==> src/sv/call_site_profile_accumulator_defines.svh <==
// Assertion macros for the call-site profile accumulator.
// Included by the top level; no other dependencies.
`ifndef CALL_SITE_PROFILE_ACCUMULATOR_DEFINES_SVH
`define CALL_SITE_PROFILE_ACCUMULATOR_DEFINES_SVH

`ifndef SYNTHESIS

// Check a consequence in the same cycle as its trigger
`define CSPA_ASSERT_SAME(label, clk, rst, ante, cons) \
   label: assert property (@(posedge clk) disable iff (rst) (ante) |-> (cons)) \
      else $error("cspa: same-cycle check failed");

// Check a consequence in the cycle after its trigger
`define CSPA_ASSERT_NEXT(label, clk, rst, ante, cons) \
   label: assert property (@(posedge clk) disable iff (rst) (ante) |=> (cons)) \
      else $error("cspa: next-cycle check failed");

`else

`define CSPA_ASSERT_SAME(label, clk, rst, ante, cons)
`define CSPA_ASSERT_NEXT(label, clk, rst, ante, cons)

`endif

`endif

==> src/sv/cspa_pkg.sv <==
// Shared types and constants for the call-site profile accumulator.
// No dependencies; imported by every module of the block.
`default_nettype none

package cspa_pkg;

   // Default sizing
   localparam int DEF_TABLE_DEPTH = 256;
   localparam int DEF_COUNT_BITS  = 32;

   // Stream widths
   localparam int REQ_DATA_W = 304;
   localparam int REQ_USER_W = 3;
   localparam int RSP_DATA_W = 504;
   localparam int RSP_USER_W = 3;
   localparam int FILL_OUT_W = 17;

   // Item kinds; mode one is a local-only add, any mode with the high bit set clears
   localparam logic [1:0] MODE_FULL  = 2'd0;
   localparam logic [1:0] MODE_CLEAR = 2'd2;

   typedef enum logic [2:0] {
      ST_NEW      = 3'd0,
      ST_ACCUM    = 3'd1,
      ST_RANGE    = 3'd2,
      ST_MISMATCH = 3'd3,
      ST_CLEARED  = 3'd4
   } status_type;

   typedef enum logic [1:0] {
      S_INIT_WIPE,
      S_IDLE,
      S_CLR_WIPE,
      S_CALC
   } ctrl_state_type;

   // Input payload, last field in the lowest bits
   typedef struct packed {
      logic [63:0] local_span_in;
      logic [63:0] local_work_in;
      logic [63:0] span_in;
      logic [63:0] work_in;
      logic [31:0] site_id;
      logic [15:0] slot;
   } req_data_type;

   typedef struct packed {
      logic       top_flag;
      logic [1:0] mode;
   } req_user_type;

   // Result payload, last field in the lowest bits, padded to whole bytes
   typedef struct packed {
      logic [6:0]  pad;
      logic [31:0] local_count_total;
      logic [63:0] local_span_total;
      logic [63:0] local_work_total;
      logic [31:0] top_count_total;
      logic [63:0] top_span_total;
      logic [63:0] top_work_total;
      logic [31:0] count_total;
      logic [63:0] span_total;
      logic [63:0] work_total;
      logic [16:0] filled_count;
   } rsp_data_type;

   // Controller to datapath
   typedef struct packed {
      logic capture;
      logic wipe_step;
      logic commit;
   } cspa_cmd_type;

   // Datapath to controller
   typedef struct packed {
      logic clear_req;
      logic wipe_last;
      logic rsp_free;
   } cspa_status_type;

endpackage

`default_nettype wire

==> src/sv/cspa_ctrl.sv <==
// Sequencing state machine of the call-site profile accumulator.
// Depends on cspa_pkg; drives the datapath through cspa_cmd_type.
`default_nettype none

module cspa_ctrl (
   input  logic                       clock,
   input  logic                       reset,
   input  logic                       req_tvalid,
   output logic                       req_tready,
   input  cspa_pkg::cspa_status_type  status,
   output cspa_pkg::cspa_cmd_type     cmd
);
   import cspa_pkg::*;

   ctrl_state_type state_ff, state_in;

   // State register
   always_ff @(posedge clock) begin
      if (reset) begin
         state_ff <= S_INIT_WIPE;
      end else begin
         state_ff <= state_in;
      end
   end

   // Next state and commands
   always_comb begin
      state_in      = state_ff;
      req_tready    = 1'b0;
      cmd.capture   = 1'b0;
      cmd.wipe_step = 1'b0;
      cmd.commit    = 1'b0;
      unique case (state_ff)
         S_INIT_WIPE: begin
            cmd.wipe_step = 1'b1;
            if (status.wipe_last) begin
               state_in = S_IDLE;
            end
         end
         S_IDLE: begin
            req_tready = 1'b1;
            if (req_tvalid) begin
               cmd.capture = 1'b1;
               state_in    = status.clear_req ? S_CLR_WIPE : S_CALC;
            end
         end
         S_CLR_WIPE: begin
            cmd.wipe_step = 1'b1;
            if (status.wipe_last) begin
               state_in = S_CALC;
            end
         end
         S_CALC: begin
            // hold until the result register can take the new transfer
            if (status.rsp_free) begin
               cmd.commit = 1'b1;
               state_in   = S_IDLE;
            end
         end
         default: begin
            state_in = S_INIT_WIPE;
         end
      endcase
   end

endmodule

`default_nettype wire

==> config.mk <==
export PLATFORM = sky130hd
export DESIGN_NAME = cspa_ctrl
export DESIGN_NICKNAME = d
export VERILOG_FILES = /design/src/sv/call_site_profile_accumulator_defines.svh /design/src/sv/cspa_pkg.sv /design/src/sv/cspa_ctrl.sv
export SDC_FILE = /design/constraint.sdc
export NUM_CORES = 1
export LEC_CHECK = 0
export BUFFER_PORTS_ARGS = -buffer_cell sky130_fd_sc_hd__buf_2
export CAP_MARGIN = 10
export CORE_AREA = 2 2 39 41
export CTS_BUF_LIST = sky130_fd_sc_hd__clkbuf_4 sky130_fd_sc_hd__clkbuf_8
export CTS_CLUSTER_DIAMETER = 100
export DETAILED_ROUTE_END_ITERATION = 10
export DIE_AREA = 0 0 41 43
export PLACE_DENSITY = 0.41
export SETUP_SLACK_MARGIN = 0.15
export SYNTH_ARGS = -nofsm -noshare
export SYNTH_HDL_FRONTEND = slang
export SYNTH_SLANG_ARGS = --single-unit
==> constraint.sdc <==
create_clock -name clock -period 1.5 [get_ports clock]
set_input_delay 0.15 -clock clock [delete_from_list [all_inputs] [get_ports clock]]
set_output_delay 0.15 -clock clock [all_outputs]
set_load 0.01 [all_outputs]
# After elaboration in Yosys (flattened, before gate mapping)
# Index checks and enable logic that the tools add are counted.
[classes]
eq_ne = 7
n_mux = 12
reduce_logical = 3
[op_table]
columns = ["op", "count"]
rows = [
  ["two-way mux 2 bit", 4],
  ["!= test 2 bit, second input constant", 4],
  ["case mux 2 bit (4 select lines)", 1],
  ["two-way mux 1 bit", 7],
  ["== test 2 bit, second input constant", 2],
  ["AND reduction 4 bit", 1],
  ["== test 2 x 1 -> 1 bit, second input constant", 1],
  ["zero test 2 bit", 1],
  ["OR reduction 2 bit", 1],
]
[word_totals]
register_bits = 2
in_bits = 6
out_inout_bits = 4
elab_cells = 23

# Depth between registers and ports, before layout
# Gate-level depths: netlist of the first run.
[depth]
depth_word = 3
ltp_mapped = 5
mapped_depth_nobuf = 5

# Worst setup path after synthesis of the first run
# OpenSTA, ideal clock, no wires.
[synth_path]
path_type = "register -> register"
from = "register state_ff[1]"
to = "register state_ff[0]"
setup_ns = 0.121
t_arrival_ns = 1.230
t_required_ns = 1.379
path_slack_ns = 0.148
path_stages_with_launch = 6
path_buffers = 0
synth_period_minus_slack_ns = 1.352
cell_sequence = "dfxtp_1 inv_1 ha_1 nand2b_1 o221a_4 mux2_4"
[synth_via]
elab_chain_len = 3
elab_cells_between_ends = 10
classes_between = "eq/ne (7); mux (1); reduce/logical (2)"
[synth_lines]
columns = ["item", "line", "rtl"]
rows = [
  ["from (decl)", "cspa_ctrl.sv:15", "ctrl_state_type state_ff, state_in;"],
  ["from (signal assigned)", "cspa_ctrl.sv:22", "state_ff <= state_in;"],
  ["== test 2 bit (tied with other cells)", "cspa_ctrl.sv:33", "unique case (state_ff)"],
  ["!= test 2 bit (no source line)", "--", ""],
  ["AND reduction 4 bit (no source line)", "--", ""],
]
# Parallel ways exist; a longest one is shown, timed or not.
# A chain may end at the register's enable or synchronous reset.

==> flow_summary.toml, run 1 <==
[cells_and_area]
syn2layout_area_growth_pct = 74.01
layout.cells.non_filler = 56
largest_reg_flops = 2
top_regs = "state_ff x2"
diodes = 0
final_nets = 53
regMostFlops = "state_ff"
drive_above_1_share_pct = 70.00
final_area_um2 = 385.4

[job]
maxCapViolCount = 0

[setup_path]
crit_slowest_cell = "dfxtp_2"
critPathMaxStageDelay_ps = 320
crit_chain = "buf_6 > buf_6 > ha_4 > or2_4 > buf_6"
crit_fanout = 3
crit_top_cell = "buf_6"
cpLargestDelayFamily = "buffers and inverters"
cp-startpoint = "state_ff[1]$_SDFFE_PP0P_"
r2r-start = "state_ff[1]$_SDFFE_PP0P_"
rr_endpoint = "state_ff[0]$_SDFFE_PP0P_"
r2r_slack_ps = 160
path_buf_inv = 3
startpoint_type = "flop"
critical_path_class = "reg2out"
required_ps = 1350
worstRegToRegCells = 5
cp.arrival_ps = 1230
end_kind = "output port"

[routing]
drt.antenna.violating_nets = 0
drc = 0
wl_per_cell_um = 8.411
vias = 209
first_iter_violations = 2
routed_wirelength_um = 471
drt_first_pass_iters = 4
viasPerCell = 3.732

[pwr]
p_seq_share_pct = 14.3
p_int_uw = 497.0
combPwrFrac_pct = 71.0
p_switching_uw = 278.8
cellLeakagePower_nw = 0.1785
switching_share_pct = 35.93
worst_ir_drop_vdd_v = 0.0004705
p_total_uw = 775.8
clockPowerShare_pct = 14.6
pwr_density_cell_nw_per_um2 = 2013

[synthesis]
avgSynthCellArea_um2 = 9.228
synth_area_um2 = 221.5
synth_nets = 35
ys_seq_area_share_pct = 18.08
yosys_warnings = 0
netlist_top_cells_area = "ha_1 (28%), dfxtp_1 (18%), nand2b_1 (11%)"
synth_top_area_cell = "ha_1"
ys_types = 12
yosysTopAreaCellShare_pct = 28.25
ys_ff_latch = 2
postSynthCellCount = 24

[die]
boundaryPins = 10
die_width_um = 41
initial_core_util_pct = 16.00
rows = 14
dieArea_um2 = 1763
die_y_um = 43
core_area_um2 = 1384

[cts]
cts_hold_buffers = 0
cts_num_sinks = 2
cts.path.max_buffers = 2
h-tree-depth = 1
cts_tree = "built"
root_buffer = "clkbuf_4"
numCtsBuffers = 3
insertion_delay_ps = 220
clk_pin_slew_ps = 30

[global_route]
grt_pass1_vias = 213
grt_pass1_wl_um = 717
antenna_found_initial = 0
grtUsageTotal_pct = 6.306
grt_overflow_total = 0
grt_max_degree = 5

[hold_path]
hp-start = "reset"
hold_end = "state_ff[1]$_SDFFE_PP0P_"
hp-class = "in2reg"
holdPathStages = 3

[status]
status = "finished, final reports clean"

[sta]
skew_ps = 4.358
setup_ws_ps = 115.9
hold_violations = 0
tns_ps = 0
rsz0062_at_grt = "yes"
setup_viol = 0
final.period_utilization_pct = 92.27
timing.fmax_ghz = 0.7225
worst_pin_slew_ps = 104.5
period_minus_slack_ps = 1384
maxSlewViolCount = 0
relSlewSlack_pct = 92.84

[placement]
place_inst = 51
place_hpwl_um = 379
gp_congestion = 0.6209
place_ws_ps = 59.76
placed_area_um2 = 304.0
port_buffers = 9
## how the worst max path moves through the flow
stage | to | slack [ps] | cells after the start
global placement | state_ff[0]$_SDFFE_PP0P_ | 60 | 5
detailed placement | state_ff[0]$_SDFFE_PP0P_ | 60 | 5
global route | cmd[1] | 80 | 5
CTS | cmd[1] | 80 | 5
floorplan | state_ff[0]$_SDFFE_PP0P_ | 150 | 5
finish | cmd[1] | 120 | 5
## cell type report
| cell class | instances | area (um2) |
|---|---|---|
| multi-input cells | 18 | 196.4 |
| clock buffers | 3 | 22.52 |
| fillers | 159 | 998.5 |
| flip-flops and latches | 2 | 42.54 |
| repair buffers | 13 | 88.84 |
| well taps | 16 | 20.02 |
| inverters | 4 | 15.01 |
## power by group through the flow
stage / Sequential, mW / Clock, mW / Combinational [mW]
6_report: 0.111 / 0.113 / 0.551
4_1_cts: 0.112 / 0.120 / 0.524
2_1_floorplan: 0.104 / 0 / 0.262
5_1_grt: 0.118 / 0.127 / 0.596
3_5_place_dp: 0.105 / 0 / 0.397
3_3_place_gp: 0.107 / 0 / 0.393
## cell usage after synthesis
cell / number
and2_2: 1
and2_1: 1
ha_1: 5
inv_1: 4
o221a_4: 1
mux2i_1: 1
mux2_4: 1
nor2_1: 2
or2_2: 1
nand2b_1: 4
dfxtp_1: 2
a31oi_1: 1
## cells by family after synthesis
group | share of synthesized area [%]
mux | 11.30
fa+ha+maj | 28.25
simple gates | 23.73
flops | 18.08
buf+inv | 6.778
compound gates | 11.87
## per-stage QoR
stage | utilization, % | hold slack (ps)
6_report | 27.85 | 236.1
5_1_grt | 27.85 | 249.1
4_1_cts | 27.12 | 233.9
3_5_place_dp | 21.97 | 476.2
3_3_place_gp | 21.97 | 473.0
2_1_floorplan | - | 330.3
## cells in the final DEF (no fill, tap or decap)
master	Yosys	routed
a31oi_1	1	1
and2_1	1	1
and2_2	1	1
buf_2	0	8
buf_4	0	2
buf_6	0	3
clkbuf_4	0	3
dfxtp_2	0	2
ha_1	5	1
ha_2	0	3
ha_4	0	1
inv_1	4	3
inv_2	0	1
mux2_4	1	1
mux2i_1	1	1
nand2b_1	4	4
nor2_1	2	1
nor2_4	0	1
o221a_4	1	1
or2_4	0	1
## worst reg2reg max path, cell delays in order, from the launching register on
cell	delay (ps)
dfxtp_2	320
buf_6	110
ha_2	190
nor2_4	110
o221a_4	190
mux2_4	290
## timing repair
action | CTS | global route
resized for setup | 9 | 3
pin swaps | 2 | 2
setup buffers | 2 | 0
setup endpoints to repair | 2 | 3
gates cloned | 0 | 0
## layer usage
layer  share of wire (%)  vias up  wire [um]  global-route usage [%]
met4                   0        0          0                   4.000
met1                  35       97        163                   5.732
met3                 4.0        0         19                   3.141
met2                  61        3        288                   10.31
li1                    -      109          -                       -
met5                   0        -          0                       0
No activity file was read; power rests on OpenSTA's default activity.
==> inputs of run 2 (changes only) <==
BUFFER_PORTS_ARGS = unset   (was -buffer_cell sky130_fd_sc_hd__buf_2)
DONT_BUFFER_PORTS = 1   (was unset)
GPL_ROUTABILITY_DRIVEN = 1   (was unset)
PLACE_DENSITY = 0.34   (was 0.41)
==> run 2 against run 1 <==
Net effect: sequential power grew 11%; sequential share of layout area is 3.2 points higher; critical path depth fell by 1; wire length down 1.1%; clock-buffer cell count did not move; clock skew fell by 2.5 ps; register-to-register slack improved by 20 ps; via count fell by 15%; first-iteration DRC count rose to 3.5 times the previous value; critical path type unchanged.
==> flow_summary.toml, run 2 (same netlist as run 1, synthesis figures left out) <==
[hold_path]
hp-class = "in2reg"
hp-start = "reset"

[cts]
numCtsBuffers = 3
clk_pin_slew_ps = 30
cts_hold_buffers = 0
cts.path.max_buffers = 2
insertion_delay_ps = 220
cts_tree = "built"
root_buffer = "clkbuf_4"
cts_num_sinks = 2
h-tree-depth = 1

[cells_and_area]
regMostFlops = "state_ff"
diodes = 0
postLayoutCoreUtil_pct = 22.88
drive_above_1_share_pct = 63.33
nFillCells = 157
largest_reg_flops = 2
final_common_cell = "nand2b_1"
syn2layout_area_growth_pct = 42.94
final_area_um2 = 316.6
top_regs = "state_ff x2"
final_cell_mix = "nand2b_1 (4), ha_2 (3), clkbuf_4 (3), buf_4 (3)"
final_nets = 43

[global_route]
grt_pass1_vias = 201
use_met1_pct = 8.280
grtUsageTotal_pct = 7.407
gr-usage-met2_pct = 10.31
grt.busiest_layer = "met2"
grt_pass1_wl_um = 828
grt_max_degree = 5
antenna_found_initial = 0
grt_overflow_total = 0
grtUsageMet3_pct = 1.571

[die]
initial_core_util_pct = 16.00
die_y_um = 43
rows = 14
die_width_um = 41
boundaryPins = 10
dieArea_um2 = 1763
core_area_um2 = 1384

[setup_path]
startpoint_type = "flop"
crit_chain = "buf_4 > ha_2 > buf_4 > and2_1"
critPathMaxStageDelay_ps = 310
crit_slowest_cell = "dfxtp_2"
crit_top_cell = "buf_4"
required_ps = 1350
critical_path_class = "reg2out"
crit_fanout = 3
cp.arrival_ps = 1170
r2r-start = "state_ff[0]$_SDFFE_PP0P_"
cpLargestDelayFamily = "flip-flops"
end_kind = "output port"
cp-startpoint = "state_ff[0]$_SDFFE_PP0P_"
path_buf_inv = 2

[placement]
placed_area_um2 = 259.0
gp_congestion = 0.6686
place_ws_ps = 42.56
port_buffers = 0
place_hpwl_um = 398.1

[sta]
rsz0062_at_grt = "yes"
setup_ws_ps = 176.6
maxSlewViolCount = 0
hold_violations = 0
skew_ps = 1.816
period_minus_slack_ps = 1323
worst_pin_slew_ps = 117.0
final.period_utilization_pct = 88.23
tns_ps = 0
timing.fmax_ghz = 0.7556
setup_viol = 0
relSlewSlack_pct = 91.98

[routing]
drc = 0
first_iter_violations = 7
vias = 177
drt_first_pass_iters = 2
drt.antenna.violating_nets = 0
routed_wirelength_um = 466
wl_per_cell_um = 10.13
viasPerCell = 3.848

[pwr]
worst_ir_drop_vdd_v = 0.0003936
cellLeakagePower_nw = 0.1275
pwr_density_cell_nw_per_um2 = 2033
p_total_uw = 643.7

[status]
status = "finished, final reports clean"

[job]
maxCapViolCount = 0
-- run 2: cell types whose count changed in the layout (fill, tap and decap cells not counted), sizes merged --
cell / previous run / this run
buf: 13 / 3
-- run 2: layout make-up --
type	count	area (um2)	area share (%)
inverters	4	15.01	4.743
flip-flops and latches	2	45.04	14.23
well taps	16	20.02	6.324
repair buffers	3	22.52	7.115
clock buffers	3	22.52	7.115
multi-input cells	18	191.4	60.47
-- run 2: worst register-to-register path: stages, from the launching register on --
cell and delay, ps:
dfxtp_2 310, buf_4 150, ha_2 180, nand2b_1 80, o221a_4 190, mux2_4 290
-- run 2: where the power goes --
part / total, mW / leakage [nW] / switching [mW] / internal (mW)
clock network: 0.118 / 0.0138 / 0.0302 / 0.0882
registers: 0.123 / 0.0175 / 0.0324 / 0.0910
logic: 0.402 / 0.0962 / 0.182 / 0.219
total: 0.644 / 0.127 / 0.245 / 0.399
-- run 2: worst paths after layout --
path,endpoint,slack (ps),cells after the start
min,state_ff[1]$_SDFFE_PP0P_,110,2
max reg2reg,state_ff[0]$_SDFFE_PP0P_,180,5
max,cmd[2],180,4
min reg2reg,state_ff[0]$_SDFFE_PP0P_,640,3
-- run 2: per-stage QoR --
stage               instances  hold slack [ps]
finish                     46            110.7
floorplan                  24            330.3
global route               46            137.3
CTS                        46            108.7
global placement           42            352.7
detailed placement         42            362.0
-- run 2: what timing repair did --
action,in CTS,in global routing
pin swaps,1,2
endpoints found under the setup margin,3,3
hold endpoints to repair,0,0
gates resized for setup,5,5
buffers inserted,1,0
-- run 2: per-layer routing --
metal	share of wire, %	routed length (um)
met5	0	0
met4	0	0
met3	3.2	15
met2	60	280
met1	36	170
